### config.mk
export PLATFORM = sky130hd
export DESIGN_NAME = pmli_ctrl
export DESIGN_NICKNAME = d
export VERILOG_FILES = /design/src/design/assert_macros.svh /design/src/design/pmli_pkg.sv /design/src/design/pmli_ctrl.sv
export SDC_FILE = /design/constraint.sdc
export NUM_CORES = 1
export LEC_CHECK = 0
export ABC_AREA = 1
export BUFFER_PORTS_ARGS = -buffer_cell sky130_fd_sc_hd__buf_2
export CAP_MARGIN = 20
export CORE_AREA = 3 3 40 42
export DETAILED_ROUTE_END_ITERATION = 8
export DIE_AREA = 0 0 43 45
export PLACE_DENSITY = 0.72
export SLEW_MARGIN = 15
export SYNTH_ARGS = -nofsm -noshare
export SYNTH_HDL_FRONTEND = slang
export SYNTH_SLANG_ARGS = --single-unit
### constraint.sdc
create_clock -name clk -period 3.95 [get_ports clk]
set_clock_uncertainty 0.15 [all_clocks]
set_input_delay 0.79 -clock clk [delete_from_list [all_inputs] [get_ports clk]]
set_output_delay 0.79 -clock clk [all_outputs]
set_load 0.005 [all_outputs]
### src/design/assert_macros.svh
// assertion macros shared by the integrator rtl
// no dependencies; included by files that carry concurrent checks
`ifndef ASSERT_MACROS_SVH
`define ASSERT_MACROS_SVH

// same-cycle implication, disabled in reset
`define PMLI_ASSERT_IMP(name, clk, rst_n, ante, cons) \
    name: assert property (@(posedge clk) disable iff (!rst_n) (ante) |-> (cons)) \
        else $error("pmli check failed");

// next-cycle implication, disabled in reset
`define PMLI_ASSERT_NEXT(name, clk, rst_n, ante, cons) \
    name: assert property (@(posedge clk) disable iff (!rst_n) (ante) |=> (cons)) \
        else $error("pmli check failed");

`endif

### src/design/pmli_pkg.sv
// shared types and constants of the point mass integrator
// no dependencies; used by every module of the block
package pmli_pkg;

    localparam int DEF_FRAC_BITS   = 16;
    localparam int DEF_VALUE_WIDTH = 32;

    // time step is unsigned q0.16, half kick uses dt/2
    localparam int DT_FRAC    = 16;
    localparam int HALF_SHIFT = DT_FRAC + 1;

    localparam int CMD_W       = 3;
    localparam int VEC_W       = 32;
    localparam int OUT_W       = 32;
    localparam int INV_MASS_W  = 32;
    localparam int TIME_STEP_W = 16;
    localparam int CFG_INDEX_W = 2;
    localparam int CFG_DATA_W  = 32;

    localparam logic [INV_MASS_W-1:0]  INV_MASS_RESET  = 32'd65536;
    localparam logic [TIME_STEP_W-1:0] TIME_STEP_RESET = 16'd1092;

    typedef enum logic [CMD_W-1:0] {
        CMD_ADD_FORCE   = 3'd0,
        CMD_FULL_STEP   = 3'd1,
        CMD_FIRST_HALF  = 3'd2,
        CMD_SECOND_HALF = 3'd3,
        CMD_LOAD_POS    = 3'd4,
        CMD_LOAD_VEL    = 3'd5
    } cmd_t;

    typedef enum logic [CFG_INDEX_W-1:0] {
        REG_INV_MASS  = 2'd0,
        REG_TIME_STEP = 2'd1
    } cfg_reg_t;

    typedef enum logic [3:0] {
        ST_IDLE,
        ST_SIMPLE,
        ST_ACC_A,
        ST_ACC_B,
        ST_HALF_A,
        ST_HALF_B,
        ST_KICK,
        ST_DRIFT_A,
        ST_DRIFT_B,
        ST_POS,
        ST_DONE
    } state_t;

    typedef enum logic [1:0] {
        SRC_FORCE,
        SRC_ACC,
        SRC_VEL
    } mul_src_t;

    typedef enum logic [1:0] {
        SH_FRAC,
        SH_HALF,
        SH_DRIFT
    } shift_sel_t;

    typedef struct packed {
        logic       vec_load;
        logic       clr_sat;
        logic       mul_load;
        mul_src_t   mul_src;
        shift_sel_t mul_shift;
        logic       acc_wr;
        logic       force_clr;
        logic       half_wr;
        logic       kick_wr;
        logic       drift_wr;
        logic       pos_wr;
        logic       kick2_wr;
        logic       add_force;
        logic       load_pos;
        logic       load_vel;
    } lane_ctrl_t;

endpackage

### src/design/pmli_ctrl.sv
// sequencer of the integrator: decodes the command and steps all lanes
// depends on pmli_pkg
module pmli_ctrl (
    input  logic                         clk,
    input  logic                         rst_n,
    input  logic                         in_valid,
    input  logic [pmli_pkg::CMD_W-1:0]   cmd,
    input  logic                         out_free,
    output logic                         in_ready,
    output logic                         done,
    output pmli_pkg::lane_ctrl_t         ctrl
);
    import pmli_pkg::*;

    state_t            state_reg, state_next;
    logic [CMD_W-1:0]  cmd_reg, cmd_next;

    always_ff @(posedge clk or negedge rst_n)
    begin
        if (!rst_n)
        begin
            state_reg <= ST_IDLE;
            cmd_reg   <= '0;
        end
        else
        begin
            state_reg <= state_next;
            cmd_reg   <= cmd_next;
        end
    end

    always_comb
    begin
        state_next = state_reg;
        cmd_next   = cmd_reg;
        ctrl       = '0;
        in_ready   = 1'b0;
        done       = 1'b0;
        unique case (state_reg)
            ST_IDLE:
            begin
                in_ready = 1'b1;
                if (in_valid)
                begin
                    ctrl.vec_load = 1'b1;
                    ctrl.clr_sat  = 1'b1;
                    cmd_next      = cmd;
                    if ((cmd == CMD_FULL_STEP) || (cmd == CMD_FIRST_HALF)
                        || (cmd == CMD_SECOND_HALF))
                    begin
                        state_next = ST_ACC_A;
                    end
                    else
                    begin
                        state_next = ST_SIMPLE;
                    end
                end
            end
            ST_SIMPLE:
            begin
                ctrl.add_force = (cmd_reg == CMD_ADD_FORCE);
                ctrl.load_pos  = (cmd_reg == CMD_LOAD_POS);
                ctrl.load_vel  = (cmd_reg == CMD_LOAD_VEL);
                state_next     = ST_DONE;
            end
            ST_ACC_A:
            begin
                ctrl.mul_load  = 1'b1;
                ctrl.mul_src   = SRC_FORCE;
                ctrl.mul_shift = SH_FRAC;
                state_next     = ST_ACC_B;
            end
            ST_ACC_B:
            begin
                ctrl.acc_wr    = 1'b1;
                ctrl.force_clr = 1'b1;
                state_next     = ST_HALF_A;
            end
            ST_HALF_A:
            begin
                ctrl.mul_load  = 1'b1;
                ctrl.mul_src   = SRC_ACC;
                ctrl.mul_shift = SH_HALF;
                state_next     = ST_HALF_B;
            end
            ST_HALF_B:
            begin
                ctrl.half_wr = 1'b1;
                state_next   = ST_KICK;
            end
            ST_KICK:
            begin
                ctrl.kick_wr = 1'b1;
                if (cmd_reg == CMD_SECOND_HALF)
                begin
                    state_next = ST_DONE;
                end
                else
                begin
                    state_next = ST_DRIFT_A;
                end
            end
            ST_DRIFT_A:
            begin
                ctrl.mul_load  = 1'b1;
                ctrl.mul_src   = SRC_VEL;
                ctrl.mul_shift = SH_DRIFT;
                state_next     = ST_DRIFT_B;
            end
            ST_DRIFT_B:
            begin
                ctrl.drift_wr = 1'b1;
                state_next    = ST_POS;
            end
            ST_POS:
            begin
                ctrl.pos_wr   = 1'b1;
                ctrl.kick2_wr = (cmd_reg == CMD_FULL_STEP);
                state_next    = ST_DONE;
            end
            ST_DONE:
            begin
                if (out_free)
                begin
                    done       = 1'b1;
                    state_next = ST_IDLE;
                end
            end
            default:
            begin
                state_next = ST_IDLE;
            end
        endcase
    end

endmodule

### Word-level counts from Yosys, hierarchy flattened

Cells that the tools add are included.

* RAM bits: 0
* memories: 0
* register bits: 7
* logic and storage cells: 45
* output and inout bits: 19
* bits of input ports: 7
* ROM bits: 0
* bits in latches: 0

* eq/ne operators: 19
* multiply operators: 0
* divide/modulo/power cells: 0
* reductions and logical operators: 7
* multiplexer cells: 17
* add/subtract/negate cells: 0
* shifts and indexed selects: 0
* magnitude comparators: 0
* bitwise operators: 0

Operators by type and width (count)
* $pmux 4 s10: 1
* $eq 4x3->1 const B: 4
* $pmux 5 s3: 1
* $eq 4x4->1 const B: 3
* $mux 4: 3
* $mux 2: 5
* $eq 3x2->1 const B: 3
* $eq 4x2->1 const B: 2
* $eq 3x1->1 const B: 2
* $eq 3x3->1 const B: 2
* $mux 1: 6
* $eq 4x1->1 const B: 1
* $logic_not 4->1: 1
* $ne 2x2->1 const B: 2
* $reduce_and 2->1: 2
* $logic_not 3->1: 1
* $mux 3: 1
* $logic_or 1x1->1: 2
* $reduce_or 2->1: 1

### Logic depth before layout (Yosys ltp)

* word-level depth: 6
* gate-level depth with buffers: 7
* gate-level depth less buffers: 7

### Worst setup path before layout

No wires, ideal clock.

* path kind: in2out
* start point: input out_free
* end point: output done
* setup slack: 1.923 ns
* required time: 3.010 ns
* stages: 2
* arrival time: 1.087 ns
* path buffers: 0
* cell sequence: inv_1 -> nor4_1

* word-level cells in the longest chain between the ends: 2

RTL lines
* from (decl): line pmli_ctrl.sv:8 `input logic out_free,`
* $mux 1: line pmli_ctrl.sv:123 `if (out_free)`
* $mux 1: line pmli_ctrl.sv:39 `unique case (state_reg)`
* to (decl): line pmli_ctrl.sv:10 `output logic done,`

No other way between the ends.

==> run metrics <==
area leader, netlist=dfrtp_1; nets=~110; total track usage=0.144; Setup Fix Bufs, Post-CTS=0; Worst VDD drop=0.281 mV; unique cell type count in the Yosys netlist=21; total CTS buffers=3; CP Data Required Time=roughly 3000 ps; pin count of the biggest net entering global routing=8; grt total ovfl=0; Final Cycle Share=0.596; Final WS setup=1590 ps; synth warn=0; number of global-route vias before repair=roughly 500; full die area=between 0.0015 and 0.002 mm2; DP HPWL=1040 um; crit-path cells=nor2_2 > nand3_1 > nor4_1 > buf_2; post-layout min period=between 2000 and 2500 ps; via count=between 500 and 600; Max-Cap Viols=0; via-per-instance ratio=4.84; dpl cells=116; max FFs per register=4; worst hold path class=input pin to async pin; First DRT Iteration DRCs=8; starting density of the core=0.426; DRT Pass-1 Iters=4; worst path arrival time=1420 ps; WP buf/inv=1; Rel. slew slack=0.798; final WL=roughly 1200 um; most frequent cells in the layout=buf_2 (25), nand2_1 (13), inv_1 (12); fmax=about 0.42 GHz; H-tree level count=1; Cells after Synth=80; Worst path max stage delay=430 ps; initial antenna violation count=0; commonest non-fill, non-tap cell in the layout=buf_2; Inserted Diodes=0; Clock Sinks=7; crit path capture type=output pin; static leakage power=roughly 0.44 nW; Area Growth Syn to Fin=25.6%; critical path class=flip-flop to output pin; Avg Inst Size Synth=6.85 um2; Synth Cell Area=around 550 um2; clk buf depth=2; Final Setup Violations=0; CTS Hold Bufs=0; Clock Tree Root=clkbuf_4; Die W=about 43 um; final RePlAce weighted congestion=0.847; Slew @ Worst Pin=between 300 and 400 ps; drt wl/cell=between 9 and 10 um; CTS-repair resized insts=0; IO Port Bufs=25; Final Hold Slack=~210 ps; top cell type's share of synthesized area=0.320; sequential cell area fraction in the yosys report=0.320; Reg2Reg Setup Slack=roughly 2600 ps; top post-synthesis cells by area=dfrtp_1 (32%), nand2_1 (8.9%), inv_1 (8.2%); first-pass GRT wire length=~2100 um; final hold violation count=0; Clock transition at path regs=roughly 50 ps; crit path launch type=flip-flop; CP max-delay cell=dfrtp_1; max-slew violations=0; post-route ant nets=0; Net Count, Synth=between 80 and 90; Yosys reg bits=7; Non-Filler Instances=between 100 and 150; Pwr per Cell Area=~700 mW/mm2; status=finished clean; post-layout util=0.536; CTS tree=done; Place WS=1740 ps; Setup TNS=0 ps; CP Max Fanout=6; insertion delay to the later sink of the worst-skew pair=approximately 250 ps; io pins=26; Die H=~45 um; CORE AREA=0.00128 mm2; CP delay by family, top=simple AND/OR/NAND/NOR gates; Core Rows=13; DRC violations left=0; number of fill cells in the layout=between 100 and 150; RSZ-0062 raised after global routing=false; layout cells sized above 1=0.400
power by group:
group	switching (W)	internal [W]	total (W)	leakage, nW
clock network	0.0000251	0.0000385	0.0000635	0.0150
logic	0.000160	0.000107	0.000267	0.336
registers	0.0000519	0.000105	0.000157	0.0880
layout make-up:
cell class              count  area (um2)  share of cell area
clock buffers               4        26.3              0.0382
well taps                  15        18.8              0.0273
multi-input cells          52         277               0.402
repair buffers             25         125               0.182
inverters                  17        66.3              0.0964
flip-flops and latches      7         175               0.255
layer usage:
| metal | up-vias | global-route usage | wire length [um] | part of all wire |
|---|---|---|---|---|
| met5 | - | 0 | 0 | 0 |
| met4 | 0 | 0.0723 | 19 | 0.016 |
| met3 | 3 | 0.0359 | 67 | 0.056 |
| met2 | 16 | 0.237 | 587 | 0.49 |
| met1 | 257 | 0.176 | 522 | 0.44 |
| li1 | 305 | - | - | - |
through the flow:
step	area, um2	power (W)
after floorplan	548	0.000354
after global placement	662	0.000423
after detailed placement	662	0.000427
after CTS	688	0.000494
after global routing	688	0.000544
final	688	0.000488
cell families (layout without fill, tap and decap cells):
logic type | after synthesis | count (layout) | share of synthesized area
and+or+nand+nor | 45 | 45 | 0.429
DFF | 7 | 7 | 0.320
AOI/OAI and AO/OA | 7 | 7 | 0.0753
buffers and inverters | 21 | 46 | 0.176
Yosys cell counts, drive strengths merged:
cell type / n
nor2: 11
nand2: 17
o211ai: 1
nand4: 2
buf: 4
nand3b: 1
or2: 1
o221ai: 1
inv: 17
o21ai: 5
nor4: 3
nor3: 3
dfrtp: 7
nand3: 7
worst paths after layout:
check / from / endpoint / depth (start not counted)
worst max-delay path: state_reg[2] / ctrl[0] / 4
worst max register to register: state_reg[2] / cmd_reg[0] / 7
min in group clk: cmd_reg[2] / cmd_reg[2] / 2
worst min register to register: cmd_reg[2] / cmd_reg[2] / 2
worst min-delay path: rst_n / state_reg[2] / 1
max in group asynchronous: rst_n / state_reg[3] / 1
(Power assumes the default switching activity.)
