`config.mk`:
```
export PLATFORM = sky130hd
export DESIGN_NAME = pmli_lane
export DESIGN_NICKNAME = d
export VERILOG_FILES = /design/src/design/assert_macros.svh /design/src/design/pmli_pkg.sv /design/src/design/pmli_mul.sv /design/src/design/pmli_lane.sv
export SDC_FILE = /design/constraint.sdc
export NUM_CORES = 2
export LEC_CHECK = 0
export BUFFER_PORTS_ARGS = -buffer_cell sky130_fd_sc_hd__buf_2
export CAP_MARGIN = 15
export CORE_MARGIN = 3
export CORE_UTILIZATION = 34
export DETAILED_ROUTE_END_ITERATION = 12
export GPL_TIMING_DRIVEN = 0
export MAX_ROUTING_LAYER = met4
export SLEW_MARGIN = 30
export SYNTH_ARGS = -nofsm -noshare
export SYNTH_HDL_FRONTEND = slang
export SYNTH_SLANG_ARGS = --single-unit
export TNS_END_PERCENT = 5
```
`constraint.sdc`:
```
create_clock -name clk -period 8.7 [get_ports clk]
set_input_delay 1.305 -clock clk [delete_from_list [all_inputs] [get_ports clk]]
set_output_delay 1.305 -clock clk [all_outputs]
set_load 0.02 [all_outputs]
```
`src/design/assert_macros.svh`:
```
// assertion macros shared by the integrator rtl
// no dependencies; included by files that carry concurrent checks
`ifndef ASSERT_MACROS_SVH
`define ASSERT_MACROS_SVH

// same-cycle implication, disabled in reset
`define PMLI_ASSERT_IMP(name, clk, rst_n, ante, cons) \
    name: assert property (@(posedge clk) disable iff (!rst_n) (ante) |-> (cons)) \
        else $error("pmli check failed");

// next-cycle implication, disabled in reset
`define PMLI_ASSERT_NEXT(name, clk, rst_n, ante, cons) \
    name: assert property (@(posedge clk) disable iff (!rst_n) (ante) |=> (cons)) \
        else $error("pmli check failed");

`endif

```
`src/design/pmli_pkg.sv`:
```
// shared types and constants of the point mass integrator
// no dependencies; used by every module of the block
package pmli_pkg;

    localparam int DEF_FRAC_BITS   = 16;
    localparam int DEF_VALUE_WIDTH = 32;

    // time step is unsigned q0.16, half kick uses dt/2
    localparam int DT_FRAC    = 16;
    localparam int HALF_SHIFT = DT_FRAC + 1;

    localparam int CMD_W       = 3;
    localparam int VEC_W       = 32;
    localparam int OUT_W       = 32;
    localparam int INV_MASS_W  = 32;
    localparam int TIME_STEP_W = 16;
    localparam int CFG_INDEX_W = 2;
    localparam int CFG_DATA_W  = 32;

    localparam logic [INV_MASS_W-1:0]  INV_MASS_RESET  = 32'd65536;
    localparam logic [TIME_STEP_W-1:0] TIME_STEP_RESET = 16'd1092;

    typedef enum logic [CMD_W-1:0] {
        CMD_ADD_FORCE   = 3'd0,
        CMD_FULL_STEP   = 3'd1,
        CMD_FIRST_HALF  = 3'd2,
        CMD_SECOND_HALF = 3'd3,
        CMD_LOAD_POS    = 3'd4,
        CMD_LOAD_VEL    = 3'd5
    } cmd_t;

    typedef enum logic [CFG_INDEX_W-1:0] {
        REG_INV_MASS  = 2'd0,
        REG_TIME_STEP = 2'd1
    } cfg_reg_t;

    typedef enum logic [3:0] {
        ST_IDLE,
        ST_SIMPLE,
        ST_ACC_A,
        ST_ACC_B,
        ST_HALF_A,
        ST_HALF_B,
        ST_KICK,
        ST_DRIFT_A,
        ST_DRIFT_B,
        ST_POS,
        ST_DONE
    } state_t;

    typedef enum logic [1:0] {
        SRC_FORCE,
        SRC_ACC,
        SRC_VEL
    } mul_src_t;

    typedef enum logic [1:0] {
        SH_FRAC,
        SH_HALF,
        SH_DRIFT
    } shift_sel_t;

    typedef struct packed {
        logic       vec_load;
        logic       clr_sat;
        logic       mul_load;
        mul_src_t   mul_src;
        shift_sel_t mul_shift;
        logic       acc_wr;
        logic       force_clr;
        logic       half_wr;
        logic       kick_wr;
        logic       drift_wr;
        logic       pos_wr;
        logic       kick2_wr;
        logic       add_force;
        logic       load_pos;
        logic       load_vel;
    } lane_ctrl_t;

endpackage

```
`src/design/pmli_mul.sv`:
```
// two-stage multiply, floor shift and saturate unit of one lane
// depends on pmli_pkg
module pmli_mul #(
    parameter int FRAC_BITS   = pmli_pkg::DEF_FRAC_BITS,
    parameter int VALUE_WIDTH = pmli_pkg::DEF_VALUE_WIDTH
) (
    input  logic                                clk,
    input  logic                                load,
    input  pmli_pkg::shift_sel_t                shift_sel,
    input  logic signed [VALUE_WIDTH-1:0]       a,
    input  logic [pmli_pkg::INV_MASS_W-1:0]     b,
    output logic signed [VALUE_WIDTH-1:0]       res,
    output logic                                sat
);
    import pmli_pkg::*;

    localparam int VW   = VALUE_WIDTH;
    localparam int LO_W = VW / 2;
    localparam int HI_W = VW - LO_W;
    localparam int PW   = VW + INV_MASS_W + 1;
    localparam int LP_W = LO_W + INV_MASS_W;
    localparam int HP_W = HI_W + INV_MASS_W + 1;

    localparam logic [VW-1:0] MAXV = {1'b0, {(VW-1){1'b1}}};
    localparam logic [VW-1:0] MINV = {1'b1, {(VW-1){1'b0}}};

    logic [LO_W+INV_MASS_W-1:0]        pp_lo_reg;
    logic [LO_W+INV_MASS_W-1:0]        pp_lo_next;
    logic signed [HI_W+INV_MASS_W:0]   pp_hi_reg;
    logic signed [HI_W+INV_MASS_W:0]   pp_hi_next;
    shift_sel_t                        sel_reg;
    logic signed [PW-1:0]              prod;
    logic signed [PW-1:0]              shifted;

    // split multiply: low half unsigned, high half signed
    always_comb
    begin
        pp_lo_next = LP_W'(a[LO_W-1:0]) * LP_W'(b);
        pp_hi_next = HP_W'($signed(a[VW-1:LO_W])) * HP_W'($signed({1'b0, b}));
    end

    always_ff @(posedge clk)
    begin
        if (load)
        begin
            pp_lo_reg <= pp_lo_next;
            pp_hi_reg <= pp_hi_next;
            sel_reg   <= shift_sel;
        end
    end

    always_comb
    begin
        prod = $signed({pp_hi_reg, {LO_W{1'b0}}})
             + $signed({{(HI_W+1){1'b0}}, pp_lo_reg});
        unique case (sel_reg)
            SH_FRAC:  shifted = prod >>> FRAC_BITS;
            SH_HALF:  shifted = prod >>> HALF_SHIFT;
            SH_DRIFT: shifted = prod >>> DT_FRAC;
            default:  shifted = prod >>> DT_FRAC;
        endcase
        sat = !((&shifted[PW-1:VW-1]) || !(|shifted[PW-1:VW-1]));
        if (sat)
        begin
            res = shifted[PW-1] ? MINV : MAXV;
        end
        else
        begin
            res = shifted[VW-1:0];
        end
    end

endmodule

```
`src/design/pmli_lane.sv`:
```
// one axis of the integrator: state registers, adders and a multiply unit
// depends on pmli_pkg and pmli_mul
module pmli_lane #(
    parameter int FRAC_BITS   = pmli_pkg::DEF_FRAC_BITS,
    parameter int VALUE_WIDTH = pmli_pkg::DEF_VALUE_WIDTH
) (
    input  logic                                 clk,
    input  logic                                 rst_n,
    input  pmli_pkg::lane_ctrl_t                 ctrl,
    input  logic signed [pmli_pkg::VEC_W-1:0]    vec,
    input  logic [pmli_pkg::INV_MASS_W-1:0]      inv_mass,
    input  logic [pmli_pkg::TIME_STEP_W-1:0]     time_step,
    output logic signed [VALUE_WIDTH-1:0]        pos,
    output logic signed [VALUE_WIDTH-1:0]        vel,
    output logic signed [VALUE_WIDTH-1:0]        acc,
    output logic                                 sat
);
    import pmli_pkg::*;

    localparam int VW = VALUE_WIDTH;
    localparam int PW = VW + INV_MASS_W + 1;

    localparam logic [VW-1:0] MAXV = {1'b0, {(VW-1){1'b1}}};
    localparam logic [VW-1:0] MINV = {1'b1, {(VW-1){1'b0}}};

    logic signed [VW-1:0]    pos_reg, vel_reg, acc_reg, force_reg, half_reg, drift_reg;
    logic signed [VEC_W-1:0] vec_reg;
    logic                    sat_reg, sat_next;

    logic signed [VW-1:0]         mul_a;
    logic [INV_MASS_W-1:0]        mul_b;
    logic signed [VW-1:0]         mul_res;
    logic                         mul_sat;

    logic signed [PW-1:0] vec_ext, kick_sum, pos_sum, force_sum;
    logic signed [VW-1:0] vec_clamped;

    function automatic logic ovf_fn(input logic signed [PW-1:0] v);
        ovf_fn = !((&v[PW-1:VW-1]) || !(|v[PW-1:VW-1]));
    endfunction

    function automatic logic [VW-1:0] clamp_fn(input logic signed [PW-1:0] v);
        if (ovf_fn(v))
        begin
            clamp_fn = v[PW-1] ? MINV : MAXV;
        end
        else
        begin
            clamp_fn = v[VW-1:0];
        end
    endfunction

    always_comb
    begin
        unique case (ctrl.mul_src)
            SRC_FORCE:
            begin
                mul_a = force_reg;
                mul_b = inv_mass;
            end
            SRC_ACC:
            begin
                mul_a = acc_reg;
                mul_b = {{(INV_MASS_W-TIME_STEP_W){1'b0}}, time_step};
            end
            default:
            begin
                mul_a = vel_reg;
                mul_b = {{(INV_MASS_W-TIME_STEP_W){1'b0}}, time_step};
            end
        endcase
    end

    pmli_mul #(
        .FRAC_BITS   (FRAC_BITS),
        .VALUE_WIDTH (VALUE_WIDTH)
    ) u_mul (
        .clk       (clk),
        .load      (ctrl.mul_load),
        .shift_sel (ctrl.mul_shift),
        .a         (mul_a),
        .b         (mul_b),
        .res       (mul_res),
        .sat       (mul_sat)
    );

    always_comb
    begin
        vec_ext     = PW'(vec_reg);
        vec_clamped = clamp_fn(vec_ext);
        kick_sum    = PW'(vel_reg) + PW'(half_reg);
        pos_sum     = PW'(pos_reg) + PW'(drift_reg);
        force_sum   = PW'(force_reg) + PW'(vec_clamped);

        sat_next = sat_reg;
        if (ctrl.clr_sat)
        begin
            sat_next = 1'b0;
        end
        if ((ctrl.acc_wr || ctrl.half_wr || ctrl.drift_wr) && mul_sat)
        begin
            sat_next = 1'b1;
        end
        if ((ctrl.kick_wr || ctrl.kick2_wr) && ovf_fn(kick_sum))
        begin
            sat_next = 1'b1;
        end
        if (ctrl.pos_wr && ovf_fn(pos_sum))
        begin
            sat_next = 1'b1;
        end
        if (ctrl.add_force && ovf_fn(force_sum))
        begin
            sat_next = 1'b1;
        end
        if ((ctrl.add_force || ctrl.load_pos || ctrl.load_vel) && ovf_fn(vec_ext))
        begin
            sat_next = 1'b1;
        end
    end

    always_ff @(posedge clk or negedge rst_n)
    begin
        if (!rst_n)
        begin
            pos_reg   <= '0;
            vel_reg   <= '0;
            acc_reg   <= '0;
            force_reg <= '0;
            sat_reg   <= 1'b0;
        end
        else
        begin
            sat_reg <= sat_next;
            if (ctrl.acc_wr)
            begin
                acc_reg <= mul_res;
            end
            if (ctrl.force_clr)
            begin
                force_reg <= '0;
            end
            else if (ctrl.add_force)
            begin
                force_reg <= clamp_fn(force_sum);
            end
            if (ctrl.kick_wr || ctrl.kick2_wr)
            begin
                vel_reg <= clamp_fn(kick_sum);
            end
            else if (ctrl.load_vel)
            begin
                vel_reg <= vec_clamped;
            end
            if (ctrl.pos_wr)
            begin
                pos_reg <= clamp_fn(pos_sum);
            end
            else if (ctrl.load_pos)
            begin
                pos_reg <= vec_clamped;
            end
        end
    end

    always_ff @(posedge clk)
    begin
        if (ctrl.vec_load)
        begin
            vec_reg <= vec;
        end
        if (ctrl.half_wr)
        begin
            half_reg <= mul_res;
        end
        if (ctrl.drift_wr)
        begin
            drift_reg <= mul_res;
        end
    end

    assign pos = pos_reg;
    assign vel = vel_reg;
    assign acc = acc_reg;
    assign sat = sat_reg;

endmodule

```
# == Word level (Yosys, flattened, before mapping) ==
# Index checks and enable logic that the tools add are counted.
# word_totals
register_bits,324
input_bits,99
wordCells,73
# classes
n_addsub,4
multipliers,2
n_eq_ne,2
n_mux,22
reduce_logical,32
# op_table
operator,n
2-to-1 mux 32 bit,15
AND reduction 34 bit,4
OR reduction 34 bit,4
adder 32 x 32 -> 33 bit,3
adder 65 x 49 -> 65 bit,1
case mux 32 bit (2 select lines),1
multiplier 16 x 33 -> 49 bit,1
multiplier 16 x 32 -> 48 bit,1
2-to-1 mux 48 bit,1
logical NOT 1 bit,8
logical OR 1 bit,7
nonzero test 2 bit,3
2-to-1 mux 1 bit,5
nonzero test 5 bit,1
"== test 2 x 1 -> 1 bit, second input constant",2
logical AND 1 bit,4
logical NOT 2 bit,1

# == Longest topological paths before layout ==
# logic_depth
ltp_word,11
mapped_depth,31
mapped_depth_nobuf,27

# == Cells and area by module ==
# A second synthesis with hierarchy kept.
# hier_totals
cells_unflattened,5750
hier_area_um2,52411.5
# modules_own_cells
module,n_inst,cells_per_inst,area_each_um2,seq_area_each_um2
pmli_mul,1,4194,37211.9,2492.4
pmli_lane,1,1556,15199.6,6110.9

# == Worst setup path before layout ==
# No wires, ideal clock.
# synth_path
kind,input to register
startpoint,input port ctrl[13] (netlist name)
endpoint,"register u_mul.pp_hi_reg[45], data pin"
setup_ns,0.260
arrival_ns,9.168
required_ns,8.440
slack_ns,-0.728
cell_stages,28
n_path_buf,4
cell_sequence,clkbuf_1 nor2_1 clkbuf_1 clkbuf_1 mux2i_1 clkbuf_1 nor2_1 fa_1 inv_1 fa_1 fa_1 inv_1 fa_1 fa_1 inv_1 fa_1 inv_1 ha_1 a21o_1 a211o_1 o31ai_1 o311ai_0 a211o_1 a41o_1 a221o_1 a21o_1 a21oi_1 xnor2_1
# synth_via
elab_chain_len,3
# synth_lines
item,line,text
start: declaration,pmli_lane.sv:9,"input pmli_pkg::lane_ctrl_t ctrl,"
== test 2 x 1 -> 1 bit / logical NOT 2 bit (equally long branches),pmli_lane.sv:55,unique case (ctrl.mul_src)
case mux 32 bit (2 select lines) / 2-to-1 mux 32 bit (equally long branches),pmli_lane.sv:55,
multiplier 16 x 33 -> 49 bit (*),pmli_mul.sv:39,"pp_hi_next = HP_W'($signed(a[VW-1:LO_W])) * HP_W'($signed({1'b0, b}));"
net u_mul.pp_hi_next[45],pmli_mul.sv:30,logic signed [HI_W+INV_MASS_W:0] pp_hi_next;
end signal: assignment,pmli_mul.sv:47,pp_hi_reg <= pp_hi_next;
end: declaration,pmli_mul.sv:29,logic signed [HI_W+INV_MASS_W:0] pp_hi_reg;
# The timed path passes the listed nets; every way through them passes the cells marked *.
# A chain may end at the register's enable or synchronous reset.

# == Worst setup path after layout ==
# Same ends and word-level chain as after synthesis.

==> run metrics <==
status finished, final reports clean; Setup-failing EPs final 0; slowest CP cell fa_1; Die H 394 um; critical path class in -> reg; H-tree Lvls 2; Finished Layout Cells just over 8000; Ys Warns 0; Final period util 99.4%; Num CTS Buffers slightly above 40; CP endpoint kind flop; post-synthesis simple-gate area fraction between 10 and 15%; total routed wirelength about 190000 um; Placed Instances roughly 7900; Vias ~43000; core area about 150000 sq um; DR iter-0 viols between 3000 and 4000; hpwl dp ~160000 um; Initial DRT Pass Iterations 5; EDFF count, synth approximately 180; Post-route DRC 0; Routed Antenna Nets 0; clk slew on worst S/H paths about 60 ps; Filler cells 15100; initial core utilization approximately a third; Critical Path Fanout Max 11; Slew Limit Fails 0; Die ar. roughly 150000 sq um; Worst Path Arrival 8960 ps; Worst slew margin approximately 31%; FFs w/ async S/R, synth between 40% and 50%; Max Fclk around 120 MHz; global-route wire length before repair 282000 um; sequential share of the synthesized area 16.8%; CTS tree done; num rows 141; Post-Syn Area a little over 50000 sq um; Crit Reg-Reg Startpoint acc[21]$_DFFE_PN0P_; Post-Synth Adder-Cell Area between 40 and 50%; Worst-Margin Slew about 1000 ps; PnR worst setup slack 56.3 ps; largest family of logic cells by synthesized area adder cells; critical path startpoint ctrl[13]; Compound-Gate Fraction of Synth Area a little over a tenth; min Tclk post-route 8640 ps; Die W just under 400 um; GP Congestion between 1 and 1.5; unrepaired setup endpoints after global routing true; clock root buffer clkbuf_16; class of the worst hold path reg -> reg; number of clock sinks between 300 and 400; vias in the first global route roughly 44000; Max-Cap Viols 0; Post-Place Worst Slack -3900 ps; area grow syn2layout 14.1%; Slowest Stage Delay on Critical Path approximately 570 ps; flip-flop count of the largest register after layout 49; antenna violations before repair 25; Synth cell types about 80; Placement Cell Area around 55000 sq um; setup total negative slack 0 ps; I/O Buffers between 150 and 200; multiplexer share of the synthesized area under 10%; most common cell after layout, fill and taps aside inv_1; clk_lat worst skew about 590 ps; pin count of the biggest net entering global routing 68; clk buf depth 3; XOR/XNOR share of the synthesized area between 3 and 4%; cell area after layout 58300 sq um; Clock Skew 37.6 ps; register area between 8000 and 9000 sq um; min-delay src force_reg[23]$_DFFE_PN0P_; GRT Util Overall about 25%; Syn Inst Count 5721; Avg Cell Area, Syn between 8 and 9 sq um; Most Frequent Cell on Critical Path fa_1; most common flop cell mapped by yosys edfxtp_1; layout cells sized above 1 about 12%; commonest cells after routing, fill and taps aside inv_1, fa_1, nand2_1, nor2_1, ha_1; via density per instance 5.31; drt wl/cell ~24 um; # IOs around 200; Fin. Hold Viols 0; # nets final approximately 7300; hold_buf cts 0; Synthesized Nets between 7000 and 8000; area of the multi-input gates just under 40000 sq um; CP startpoint kind primary input; CP required roughly 9000 ps; total grt overflow 0; Yosys reg bits about 300
per-layer routing:
metal,track usage (%),routed length [um],share of wire [%],vias up
met3,4.61,16900,8.8,461
met5,-,0,0,-
li1,-,-,-,18800
met1,31.0,74900,39,21600
met4,12.9,13000,6.8,0
met2,39.3,86300,45,1974
path summary, 6_finish.rpt:
path	endpoint	slack (ps)	depth (start not counted)
max reg2reg	u_mul.pp_hi_reg[45]$_DFFE_PP_	920	30
min	force_reg[23]$_DFFE_PN0P_	530	2
max in group asynchronous	force_reg[9]$_DFFE_PN0P_	7210	2
min in group asynchronous	pos[30]$_DFFE_PN0P_	690	1
max	u_mul.pp_hi_reg[45]$_DFFE_PP_	60	31
min reg2reg	force_reg[23]$_DFFE_PN0P_	530	2
cell usage after synthesis (23+ instances only):
cell        n  area share [%]
a211oi_1   42            0.62
a21o_1     85             1.2
a21oi_1   205             2.0
a311oi_2   26            0.76
a31oi_1    23            0.28
and2_1     43            0.53
clkbuf_1  243             1.8
dfrtp_1   129             6.3
edfxtp_1  179              11
fa_1      839              33
ha_1      399             9.8
inv_1     995             7.3
mux2i_1   132             2.6
nand2_1   797             5.9
nand2b_1   26            0.32
nand3_1    43            0.42
nand4_1    24            0.29
nor2_1    646             4.7
nor2b_1    42            0.51
nor3_1     50            0.49
o211ai_1   28            0.41
o21a_1     51            0.75
o21ai_0   183             1.8
o21ai_1    33            0.32
o22ai_1    35            0.43
xnor2_1   127             2.2
xor2_1     52            0.89
repair_timing:
item	in CTS	in global routing
gates resized for setup	315	209
setup buffers	28	18
endpoints found under the hold margin	0	0
cloned	1	0
endpoints found under the setup margin	67	32
pin swaps	11	25
metrics by stage:
| step | utilization (%) | hold WS [ps] |
|---|---|---|
| after floorplan | - | 477 |
| after global placement | 36.7 | 508 |
| after detailed placement | 37.0 | 511 |
| after CTS | 38.8 | 532 |
| after global routing | 39.2 | 563 |
| final | 39.2 | 529 |
kinds of logic after synthesis:
logic type,Yosys count
flip-flops,308
adder cells (fa/ha/maj),1246
XOR/XNOR,179
AO/OA/AOI/OAI,834
AND/OR/NAND/NOR,1745
buffers and inverters,1262
multiplexers,147
worst max-delay path: cells and delay by family:
family | cells | cell delay [ps]
adder cells (fa/ha/maj) | 7 | 3340
buffers and inverters | 10 | 1740
AO/OA/AOI/OAI | 8 | 1590
AND/OR/NAND/NOR | 5 | 860
XOR/XNOR | 1 | 90
cell type report:
| cell class | count | share of cell area, % |
|---|---|---|
| inverter | 995 | 6.41 |
| antenna | 22 | 0.0945 |
| clock buffer | 55 | 2.01 |
| clock inverter | 21 | 0.273 |
| timing repair buffer | 252 | 2.98 |
| sequential | 308 | 14.8 |
| buffer | 253 | 2.96 |
| tap | 2002 | 4.30 |
| multi-input combinational | 4151 | 66.2 |
Power is not shown: default switching activity piles up to over one toggle a cycle in this logic, so the estimate is an artifact.
